## src/rtl/core/tbfem_pkg.sv

```systemverilog
// Package with shared types and constants of the three-band FIR energy meter.
`timescale 1ns / 1ps
package tbfem_pkg;

  // Default number of filter taps
  localparam int unsigned TAPS_DEF  = 64;
  localparam int unsigned NBANDS    = 3;
  localparam int unsigned QSHIFT    = 15;
  localparam int unsigned SMP_W     = 16;
  localparam int unsigned TAP_IDX_W = 6;
  localparam int unsigned ACC_W     = 31;
  localparam int unsigned DEC_W     = 8;
  localparam logic [DEC_W-1:0] DEC_RESET = 8'd4;

  // Action codes
  localparam logic [1:0] ACT_PUSH  = 2'd0;
  localparam logic [1:0] ACT_WRITE = 2'd1;
  localparam logic [1:0] ACT_READ  = 2'd2;

  typedef logic [NBANDS-1:0][SMP_W-1:0] coef_vec_t;

  typedef struct packed {
    logic [1:0]              action;
    logic signed [SMP_W-1:0] left_sample;
    logic signed [SMP_W-1:0] right_sample;
    logic [1:0]              band_select;
    logic [TAP_IDX_W-1:0]    tap_index;
    logic signed [SMP_W-1:0] coef_value;
  } in_item_t;

  typedef struct packed {
    logic [ACC_W-1:0] band_energy;
    logic [1:0]       energy_band;
  } out_item_t;

  // Control of the cell row
  typedef struct packed {
    logic             push;
    logic             rot;
    logic             wr;
    logic [1:0]       wr_band;
    logic [SMP_W-1:0] wr_coef;
  } cell_ctrl_t;

  // Control of one band datapath
  typedef struct packed {
    logic clr_sum;
    logic mac_en;
    logic add_en;
    logic sqr_en;
    logic acc_en;
    logic rd_clr;
  } band_ctrl_t;

  typedef enum logic [1:0] {
    ST_IDLE,
    ST_RUN,
    ST_SQR,
    ST_ADD
  } state_e;

endpackage

```

## src/rtl/core/tbfem_cell.sv

```systemverilog
// One tap cell: holds a mono sample and the three band coefficients of its tap.
`timescale 1ns / 1ps
module tbfem_cell
  import tbfem_pkg::*;
(
  input  logic             clk_i,
  input  logic             rst_ni,
  input  cell_ctrl_t       ctrl_i,
  input  logic             sel_i,
  input  logic [SMP_W-1:0] push_smp_i,
  input  logic [SMP_W-1:0] rot_smp_i,
  input  coef_vec_t        rot_coef_i,
  output logic [SMP_W-1:0] smp_o,
  output coef_vec_t        coef_o
);

  logic [SMP_W-1:0] smp_q, smp_d;
  coef_vec_t        coef_q, coef_d;

  // Shift on push, rotate during a filter run, load a coefficient on write
  always_comb begin
    smp_d  = smp_q;
    coef_d = coef_q;
    if (ctrl_i.push) begin
      smp_d = push_smp_i;
    end else if (ctrl_i.rot) begin
      smp_d  = rot_smp_i;
      coef_d = rot_coef_i;
    end else if (ctrl_i.wr && sel_i && (32'(ctrl_i.wr_band) < NBANDS)) begin
      coef_d[ctrl_i.wr_band] = ctrl_i.wr_coef;
    end
  end

  always_ff @(posedge clk_i or negedge rst_ni) begin
    if (!rst_ni) begin
      smp_q  <= '0;
      coef_q <= '0;
    end else begin
      smp_q  <= smp_d;
      coef_q <= coef_d;
    end
  end

  assign smp_o  = smp_q;
  assign coef_o = coef_q;

endmodule

```

## config.mk

```make
export PLATFORM = sky130hd
export DESIGN_NAME = tbfem_cell
export DESIGN_NICKNAME = d
export VERILOG_FILES = /design/src/rtl/core/tbfem_pkg.sv /design/src/rtl/core/tbfem_cell.sv
export SDC_FILE = /design/constraint.sdc
export NUM_CORES = 1
export LEC_CHECK = 0
export CORE_UTILIZATION = 50
export CTS_BUF_LIST = sky130_fd_sc_hd__clkbuf_4 sky130_fd_sc_hd__clkbuf_8
export CTS_CLUSTER_SIZE = 12
export DETAILED_ROUTE_END_ITERATION = 8
export DONT_BUFFER_PORTS = 1
export PLACE_DENSITY_LB_ADDON = 0.05
export SLEW_MARGIN = 20
export SYNTH_ARGS = -nofsm -noshare
export SYNTH_HDL_FRONTEND = slang
export SYNTH_SLANG_ARGS = --single-unit
```

## constraint.sdc

```tcl
create_clock -name clk_i -period 2.44 [get_ports clk_i]
set_clock_uncertainty 0.15 [all_clocks]
set_input_delay 0.244 -clock clk_i [delete_from_list [all_inputs] [get_ports clk_i]]
set_output_delay 0.244 -clock clk_i [all_outputs]
set_load 0.02 [all_outputs]
```

==> qor.yml <==
synthesis:
  synth_fp_nets: 383
  synth-edff-count: 0
  syn_area_um2: 3050
  avgSynthCellArea_um2: 10.9
  yosysTopAreaCell: "dfrtp_1"
  ys_warn_count: 0
  synth_ff_type: "dfrtp_1"
  yosysSeqAreaShare_pct: 52.5
  synth.area.top_cells: "dfrtp_1 (53%), nor3_1 (7.4%), o221a_1 (7.4%)"
  yosysMostFrequentCell: "dfrtp_1"
  synth_cell_type_count: 21
  yosysTopAreaCellShare_pct: 52.5
  synth-async-reset-ratio_pct: 100
  ys_seq_elements: 64
  syn_inst: 279
  synth_common_cells: "dfrtp_1 (64), nor3_1 (45), nand2b_1 (33)"
clock_tree:
  cts_resized: 0
  cts_tree: "built"
  cts_made_buffers: 9
  clkTransAtPathRegs_ns: 0.08
  htreeDepth: 3
  cts_hold_buf: 72
  clockBufferDepth: 2
  root_buffer: "clkbuf_8"
  clkSinkCount: 64
  post-cts-setup-buffer-count: 0
  clk-insertion-delay-late_ns: 0.33
sta:
  tightest_slew_ns: 0.936
  setup_viol: 0
  fin_tns_setup_ns: 0
  relSlewSlack_pct: 37.4
  layout_min_cycle_time_ns: 2.19
  timing.final.crit_share_pct: 89.6
  whs_ns: 0.00359
  rsz0062_at_grt: "no"
  finalHoldViolations: 0
  fmax_mhz: 457
  drv_slew: 0
layout:
  utilization_pct: 68.0
  drive_above_1_share_pct: 11.6
  antenna_cells: 0
  syn_to_final_growth_pct: 31.3
  final_nets: 445
  design_area_um2: 4000
global_routing:
  overflow: 0
  grt_pass1_vias: 2617
  grt_pass1_wl_um: 13500
  antenna_found_initial: 0
  grt_usage_pct: 28.7
  grt_max_degree: 65
die:
  start_util_pct: 51.8
  die-area_um2: 6410
  core_region_area_um2: 5890
  dieHeight_um: 80.1
  fp.dieW_um: 80.1
  fp-row-count: 28
  pin_count: 168
drt:
  vias_per_cell: 6.03
  firstDrtPassIters: 4
  drc_errors: 0
  vias: 2537
  routedWlPerCell_um: 20.9
  drt-initial-drc-count: 113
  ant_nets: 0
  wl_um: 8800
worst_setup_path:
  reg2reg_depth: 3
  cp-end-kind: "flip-flop"
  required_ns: 2.50
  cp-start-kind: "primary input"
  rr_endpoint: "coef_o[11]"
  crit_type: "in2reg"
  r2r-start: "coef_o[11]"
  reg2reg_slack_ns: 0.84
  critPathMaxFanout: 32
  cp.arrival_ns: 2.25
place:
  post_dp_cell_area_um2: 3070
  routabilityCongestion: 0.770
  portBuffers: 0
  dpl.hpwl_um: 5510
pwr:
  power.leakage_nw: 1.58
  cellPowerDensity_nw_per_um2: 693
  p_total_w: 0.00277
  vdd_drop_max_mv: 0.473
worst_hold_path:
  hold_end: "coef_o[12]"
  whs_path_depth: 2
  min_from: "ctrl_i[12]"
  min-delay-path-class: "in2reg"
run_status:
  status: "complete, no violations"
flow_run:
  maxCapViolCount: 0
[sequential cells by signal, summed over array words and instances, names as in the netlist]
signal  flops
coef_o     48
smp_o      16
[layout make-up]
type,count,area (um^2)
Clock buffer,13,173
Clock inverter,3,15.0
Fill cell,464,1880
Inverter,2,7.51
Multi-Input combinational cell,187,1330
Sequential cell,64,1600
Tap cell,75,93.8
Timing Repair Buffer,77,778
[critical path, cell delays in order]
cell and delay (ns):
dlygate4sd3_1 1.15, o21ai_0 0.24, dlygate4sd3_1 0.61
[cell usage in the layout (no fill, tap or decap), drive strengths merged]
cell type	synthesis	layout
inv	2	2
nand4b	2	2
clkinv	0	3
nor2b	1	1
mux2i	17	17
or2	2	2
nand2b	33	33
dfrtp	64	64
nand4bb	1	1
a21oi	3	3
or3b	2	2
clkbuf	18	13
o21ai	16	16
buf	8	5
o22ai	16	16
nor3	45	45
dlygate4sd3	0	72
o221a	32	32
nor4bb	1	1
nand2	16	16
[kinds of logic (layout without fill, tap and decap cells)]
group / count (synthesis) / in the layout / share of synthesized area [%]
buffers and inverters: 28 / 95 / 4.55
AND/OR/NAND/NOR: 103 / 103 / 19.1
flip-flops: 64 / 64 / 52.5
multiplexers: 17 / 17 / 5.58
AO/OA/AOI/OAI: 67 / 67 / 18.2
[worst max-delay path by stage]
stage | startpoint | endpoint | slack [ns] | cells past startpoint
final | ctrl_i[20] | smp_o[8] | 0.25 | 3
after floorplan | ctrl_i[19] | coef_o[21] | 0.64 | 7
after global placement | ctrl_i[20] | coef_o[32] | 0.58 | 3
after global routing | ctrl_i[20] | smp_o[12] | 0.15 | 3
after detailed placement | ctrl_i[20] | coef_o[34] | 0.55 | 3
after CTS | ctrl_i[20] | smp_o[11] | 0.34 | 3
[stage by stage]
stage / cells / setup WS [ns]
after global routing: 421 / 0.148
after CTS: 420 / 0.335
after global placement: 332 / 0.579
final: 421 / 0.254
after floorplan: 279 / 0.643
after detailed placement: 332 / 0.550
[metal layers]
metal	vias up	GRT usage, %	wire length, um
li1	1160	-	-
met2	118	47.5	4390
met5	-	0	0
met3	9	9.89	652
met4	0	6.96	95
met1	1250	35.9	3660
[where the power goes]
| part | internal [W] | switching, W |
|---|---|---|
| Combinational | 0.000253 | 0.000162 |
| Sequential | 0.00120 | 0.000300 |
| Clock | 0.000459 | 0.000399 |
| Total | 0.00191 | 0.000861 |
Power figures use the tool's default switching activity.
