File: src/rtl/core/tbfem_pkg.sv
// Package with shared types and constants of the three-band FIR energy meter.
`timescale 1ns / 1ps
package tbfem_pkg;

  // Default number of filter taps
  localparam int unsigned TAPS_DEF  = 64;
  localparam int unsigned NBANDS    = 3;
  localparam int unsigned QSHIFT    = 15;
  localparam int unsigned SMP_W     = 16;
  localparam int unsigned TAP_IDX_W = 6;
  localparam int unsigned ACC_W     = 31;
  localparam int unsigned DEC_W     = 8;
  localparam logic [DEC_W-1:0] DEC_RESET = 8'd4;

  // Action codes
  localparam logic [1:0] ACT_PUSH  = 2'd0;
  localparam logic [1:0] ACT_WRITE = 2'd1;
  localparam logic [1:0] ACT_READ  = 2'd2;

  typedef logic [NBANDS-1:0][SMP_W-1:0] coef_vec_t;

  typedef struct packed {
    logic [1:0]              action;
    logic signed [SMP_W-1:0] left_sample;
    logic signed [SMP_W-1:0] right_sample;
    logic [1:0]              band_select;
    logic [TAP_IDX_W-1:0]    tap_index;
    logic signed [SMP_W-1:0] coef_value;
  } in_item_t;

  typedef struct packed {
    logic [ACC_W-1:0] band_energy;
    logic [1:0]       energy_band;
  } out_item_t;

  // Control of the cell row
  typedef struct packed {
    logic             push;
    logic             rot;
    logic             wr;
    logic [1:0]       wr_band;
    logic [SMP_W-1:0] wr_coef;
  } cell_ctrl_t;

  // Control of one band datapath
  typedef struct packed {
    logic clr_sum;
    logic mac_en;
    logic add_en;
    logic sqr_en;
    logic acc_en;
    logic rd_clr;
  } band_ctrl_t;

  typedef enum logic [1:0] {
    ST_IDLE,
    ST_RUN,
    ST_SQR,
    ST_ADD
  } state_e;

endpackage

File: src/rtl/core/tbfem_band.sv
// One band datapath: multiply-accumulate, square and saturating energy sum.
`timescale 1ns / 1ps
module tbfem_band
  import tbfem_pkg::*;
#(
  parameter int unsigned TAPS = TAPS_DEF
) (
  input  logic             clk_i,
  input  logic             rst_ni,
  input  band_ctrl_t       ctrl_i,
  input  logic [SMP_W-1:0] coef_i,
  input  logic [SMP_W-1:0] smp_i,
  output logic [ACC_W-1:0] acc_o
);

  localparam int unsigned PROD_W = 2 * SMP_W;
  localparam int unsigned TERM_W = PROD_W - QSHIFT;
  localparam int unsigned SUM_W  = TERM_W + $clog2(TAPS);
  localparam int unsigned SQ_W   = 2 * SUM_W;
  localparam int unsigned E_W    = SQ_W - QSHIFT;
  localparam int unsigned EXT_W  = ((E_W > ACC_W) ? E_W : ACC_W) + 1;
  localparam logic [EXT_W-1:0] ACC_MAX = {{(EXT_W-ACC_W){1'b0}}, {ACC_W{1'b1}}};

  logic signed [PROD_W-1:0] prod_q;
  logic signed [SUM_W-1:0]  sum_q, sum_d;
  logic signed [SQ_W-1:0]   sq_full;
  logic [E_W-1:0]           sq_q;
  logic [ACC_W-1:0]         acc_q, acc_d;
  logic [EXT_W-1:0]         acc_sum;

  // Register the tap product
  always_ff @(posedge clk_i) begin
    if (ctrl_i.mac_en) begin
      prod_q <= $signed(coef_i) * $signed(smp_i);
    end
  end

  // Sum the floor-shifted products
  always_comb begin
    sum_d = sum_q;
    if (ctrl_i.clr_sum) begin
      sum_d = '0;
    end else if (ctrl_i.add_en) begin
      sum_d = sum_q + SUM_W'($signed(prod_q[PROD_W-1:QSHIFT]));
    end
  end

  always_ff @(posedge clk_i or negedge rst_ni) begin
    if (!rst_ni) begin
      sum_q <= '0;
    end else begin
      sum_q <= sum_d;
    end
  end

  // Square the band result; it is never negative
  assign sq_full = sum_q * sum_q;

  always_ff @(posedge clk_i) begin
    if (ctrl_i.sqr_en) begin
      sq_q <= sq_full[SQ_W-1:QSHIFT];
    end
  end

  // Add with saturation, clear on read
  assign acc_sum = EXT_W'(acc_q) + EXT_W'(sq_q);

  always_comb begin
    acc_d = acc_q;
    if (ctrl_i.rd_clr) begin
      acc_d = '0;
    end else if (ctrl_i.acc_en) begin
      acc_d = (acc_sum > ACC_MAX) ? {ACC_W{1'b1}} : acc_sum[ACC_W-1:0];
    end
  end

  always_ff @(posedge clk_i or negedge rst_ni) begin
    if (!rst_ni) begin
      acc_q <= '0;
    end else begin
      acc_q <= acc_d;
    end
  end

  assign acc_o = acc_q;

endmodule

File: config.mk
export PLATFORM = sky130hd
export DESIGN_NAME = tbfem_band
export DESIGN_NICKNAME = d
export VERILOG_FILES = /design/src/rtl/core/tbfem_pkg.sv /design/src/rtl/core/tbfem_band.sv
export SDC_FILE = /design/constraint.sdc
export NUM_CORES = 2
export LEC_CHECK = 0
export CORE_ASPECT_RATIO = 1.4
export CORE_MARGIN = 2
export CORE_UTILIZATION = 50
export DETAILED_ROUTE_END_ITERATION = 16
export DONT_BUFFER_PORTS = 1
export GPL_ROUTABILITY_DRIVEN = 0
export PLACE_DENSITY = 0.76
export REMOVE_ABC_BUFFERS = 1
export SYNTH_ARGS = -nofsm -noshare
export SYNTH_HDL_FRONTEND = slang
export SYNTH_SLANG_ARGS = --single-unit
File: constraint.sdc
create_clock -name clk_i -period 22.3 [get_ports clk_i]
set_input_delay 4.46 -clock clk_i [delete_from_list [all_inputs] [get_ports clk_i]]
set_output_delay 4.46 -clock clk_i [all_outputs]
set_load 0.02 [all_outputs]
==> flow_summary.json <==
{
  "status": "complete, no violations",
  "clk_latency_ns": 0.38,
  "grt_pass1_vias": 24700,
  "period_share_pct": 44.6,
  "tns_ns": 0,
  "drive_above_1_share_pct": 1.63,
  "synth_area_per_cell_um2": 9.71,
  "synth-main-ff-cell": "dfrtp_1",
  "period_needed_ns": 9.95,
  "nFillCells": 5544,
  "relSlewSlack_pct": 18.4,
  "cts_tree": "yes",
  "cp_max_fo": 15,
  "arrival_ns": 10.08,
  "yosysSeqAreaShare_pct": 8.70,
  "yosys.cell_types.count": 61,
  "synth-seq-cells": 102,
  "crit_slowest_cell": "fa_1",
  "clk_pin_slew_ns": 0.08,
  "yosysTopAreaCell": "fa_1",
  "setup-violations-final": 0,
  "skew_ns": 0.0159,
  "yosysWarnings": 0,
  "h-tree-depth": 3,
  "critical_path.endpoint_type": "flip-flop",
  "crit_family": "adder cells",
  "drt_iter0_drc": 1073,
  "grt_max_degree": 55,
  "overflow": 0,
  "cp-start-kind": "primary input",
  "die_height_um": 304,
  "cts_hold_buffers": 0,
  "rsz0062_at_grt": "no",
  "core_um2": 63300,
  "synth-edff-count": 48,
  "avgRoutedWirePerCell_um": 16.9,
  "critPathRequiredTime_ns": 22.43,
  "clock_sinks": 102,
  "mostFrequentLayoutCells": "inv_1 (881), fa_1 (781), nand2_1 (325)",
  "postCtsResizedCells": 0,
  "crit_path_cell_trace": "nand2_1, fa_1, inv_1, fa_1, inv_1, fa_1, inv_1, fa_1, inv_1, fa_1, inv_1, fa_1, ha_1, a21o_1, a21o_1, a211oi_1, a21oi_1, o211ai_1, and3_1, o21ai_0, a21oi_1, o21bai_1, xor2_1",
  "maxCapViolations": 0,
  "path_buf_inv": 5,
  "synthTopCellsByArea": "fa_1 (49%), inv_1 (10%), ha_1 (9.9%)",
  "clock.fmax_mhz": 101,
  "vias": 21400,
  "fp-row-count": 109,
  "slew_violations": 0,
  "ctsLongestPathBuffers": 2,
  "antenna_found_initial": 0,
  "place_hpwl_um": 58800,
  "cp_slowest_stage_delay_ns": 0.53,
  "die_w_um": 218,
  "io_buffers": 0,
  "async_flop_share_pct": 52.9,
  "crit_type": "in -> reg",
  "io_pins": 71,
  "fin_nets": 4315,
  "grt_usage_pct": 22.2,
  "worst_hold_path_type": "reg -> reg",
  "postSynthCellCount": 3306,
  "layout_commonest_cell": "inv_1",
  "finalHoldViolations": 0,
  "worstMarginPinSlew_ns": 1.22,
  "clock-root-buffer": "clkbuf_16",
  "drc": 0,
  "synth.cell_area_um2": 32100,
  "critical_path.most_common_cell": "fa_1",
  "grt_pass1_wl_um": 118000,
  "post_cts_buffers": 0,
  "synth_top_area_share_pct": 48.7,
  "die-area_um2": 66300,
  "start_util_pct": 50.7,
  "via_per_inst": 5.24,
  "antenna_left": 0,
  "numCtsBuffers": 9,
  "drt-total-wl_um": 68800,
  "area_delta_synth_final_pct": 3.54,
  "firstDrtPassIters": 8
}
synthesized netlist by cell type (all sizes together), types with 5 or more instances:
| master | instances |
|---|---|
| a211oi | 38 |
| a21o | 50 |
| a21oi | 79 |
| a31oi | 9 |
| and2 | 186 |
| and3 | 11 |
| buf | 5 |
| clkbuf | 94 |
| dfrtp | 54 |
| edfxtp | 48 |
| fa | 781 |
| ha | 255 |
| inv | 881 |
| mux2i | 16 |
| nand2 | 326 |
| nand2b | 32 |
| nand3 | 15 |
| nand4 | 7 |
| nor2 | 120 |
| nor2b | 30 |
| nor3 | 18 |
| o211ai | 12 |
| o21a | 11 |
| o21ai | 34 |
| o21bai | 13 |
| or2 | 5 |
| xnor2 | 86 |
| xor2 | 36 |
through the flow:
step           area [um^2]  cells  util, %  hold slack, ns  setup slack [ns]
4_1_cts              33200   4076     52.5           0.616             12.32
6_report             33200   4077     52.5           0.595             12.35
5_1_grt              33200   4076     52.5           0.638             11.99
3_5_place_dp         32900   4060     52.0           0.598             11.91
2_1_floorplan        31700   3207        -           0.590             12.36
3_3_place_gp         32900   4060     52.0           0.545             11.97
path summary, 6_finish.rpt:
path,cells past startpoint,endpoint,slack [ns],startpoint
max reg2reg,23,sq_q[30],13.67,sum_q[4]
min reg2reg,2,sum_q[5],0.60,sum_q[5]
max,23,prod_q[26],12.35,smp_i[1]
min in group asynchronous,0,acc_o[10],3.77,rst_ni
min,2,sum_q[5],0.60,sum_q[5]
max in group asynchronous,0,sum_q[21],18.40,rst_ni
worst min-delay path, stage by stage (launching register included):
cell	delay [ns]
dfrtp_1	0.38
mux2i_1	0.08
nor2_1	0.09
sequential cells by signal (all words and copies together), names as in the netlist:
name	flops
prod_q	17
sum_q	23
sq_q	31
acc_o	31
logic make-up (layout without fill, tap and decap cells):
group,after synthesis,count (layout),share of synthesized area [%]
adders and majority gates,1036,1036,58.7
buffers and inverters,981,919,11.5
and+or+nand+nor,765,765,11.4
AOI/OAI and AO/OA,280,280,5.81
xor gates and xnor gates,122,122,3.33
DFF,102,102,8.70
muxes,20,20,0.639
other,0,1,0
cell type report:
type	count	area (um^2)	share of cell area (%)
clock inverter	6	76.3	0.230
inverter	882	3310	9.96
clock buffer	10	229	0.689
multi-input combinational	2223	25600	77.1
tap	832	1040	3.13
antenna	1	2.50	0.00753
sequential	102	2790	8.41
timing repair buffer	21	158	0.474
routing by layer:
layer	vias to the layer above	part of all wire [%]	wire [um]	global-route usage, %
li1	9673	-	-	-
met4	0	2.9	1990	6.87
met1	10900	38	26100	26.0
met2	634	53	36800	40.9
met5	-	0	0	0
met3	127	5.8	3980	3.69
Power is not shown: default switching activity piles up to over one toggle a cycle in this logic, so the estimate is an artifact.
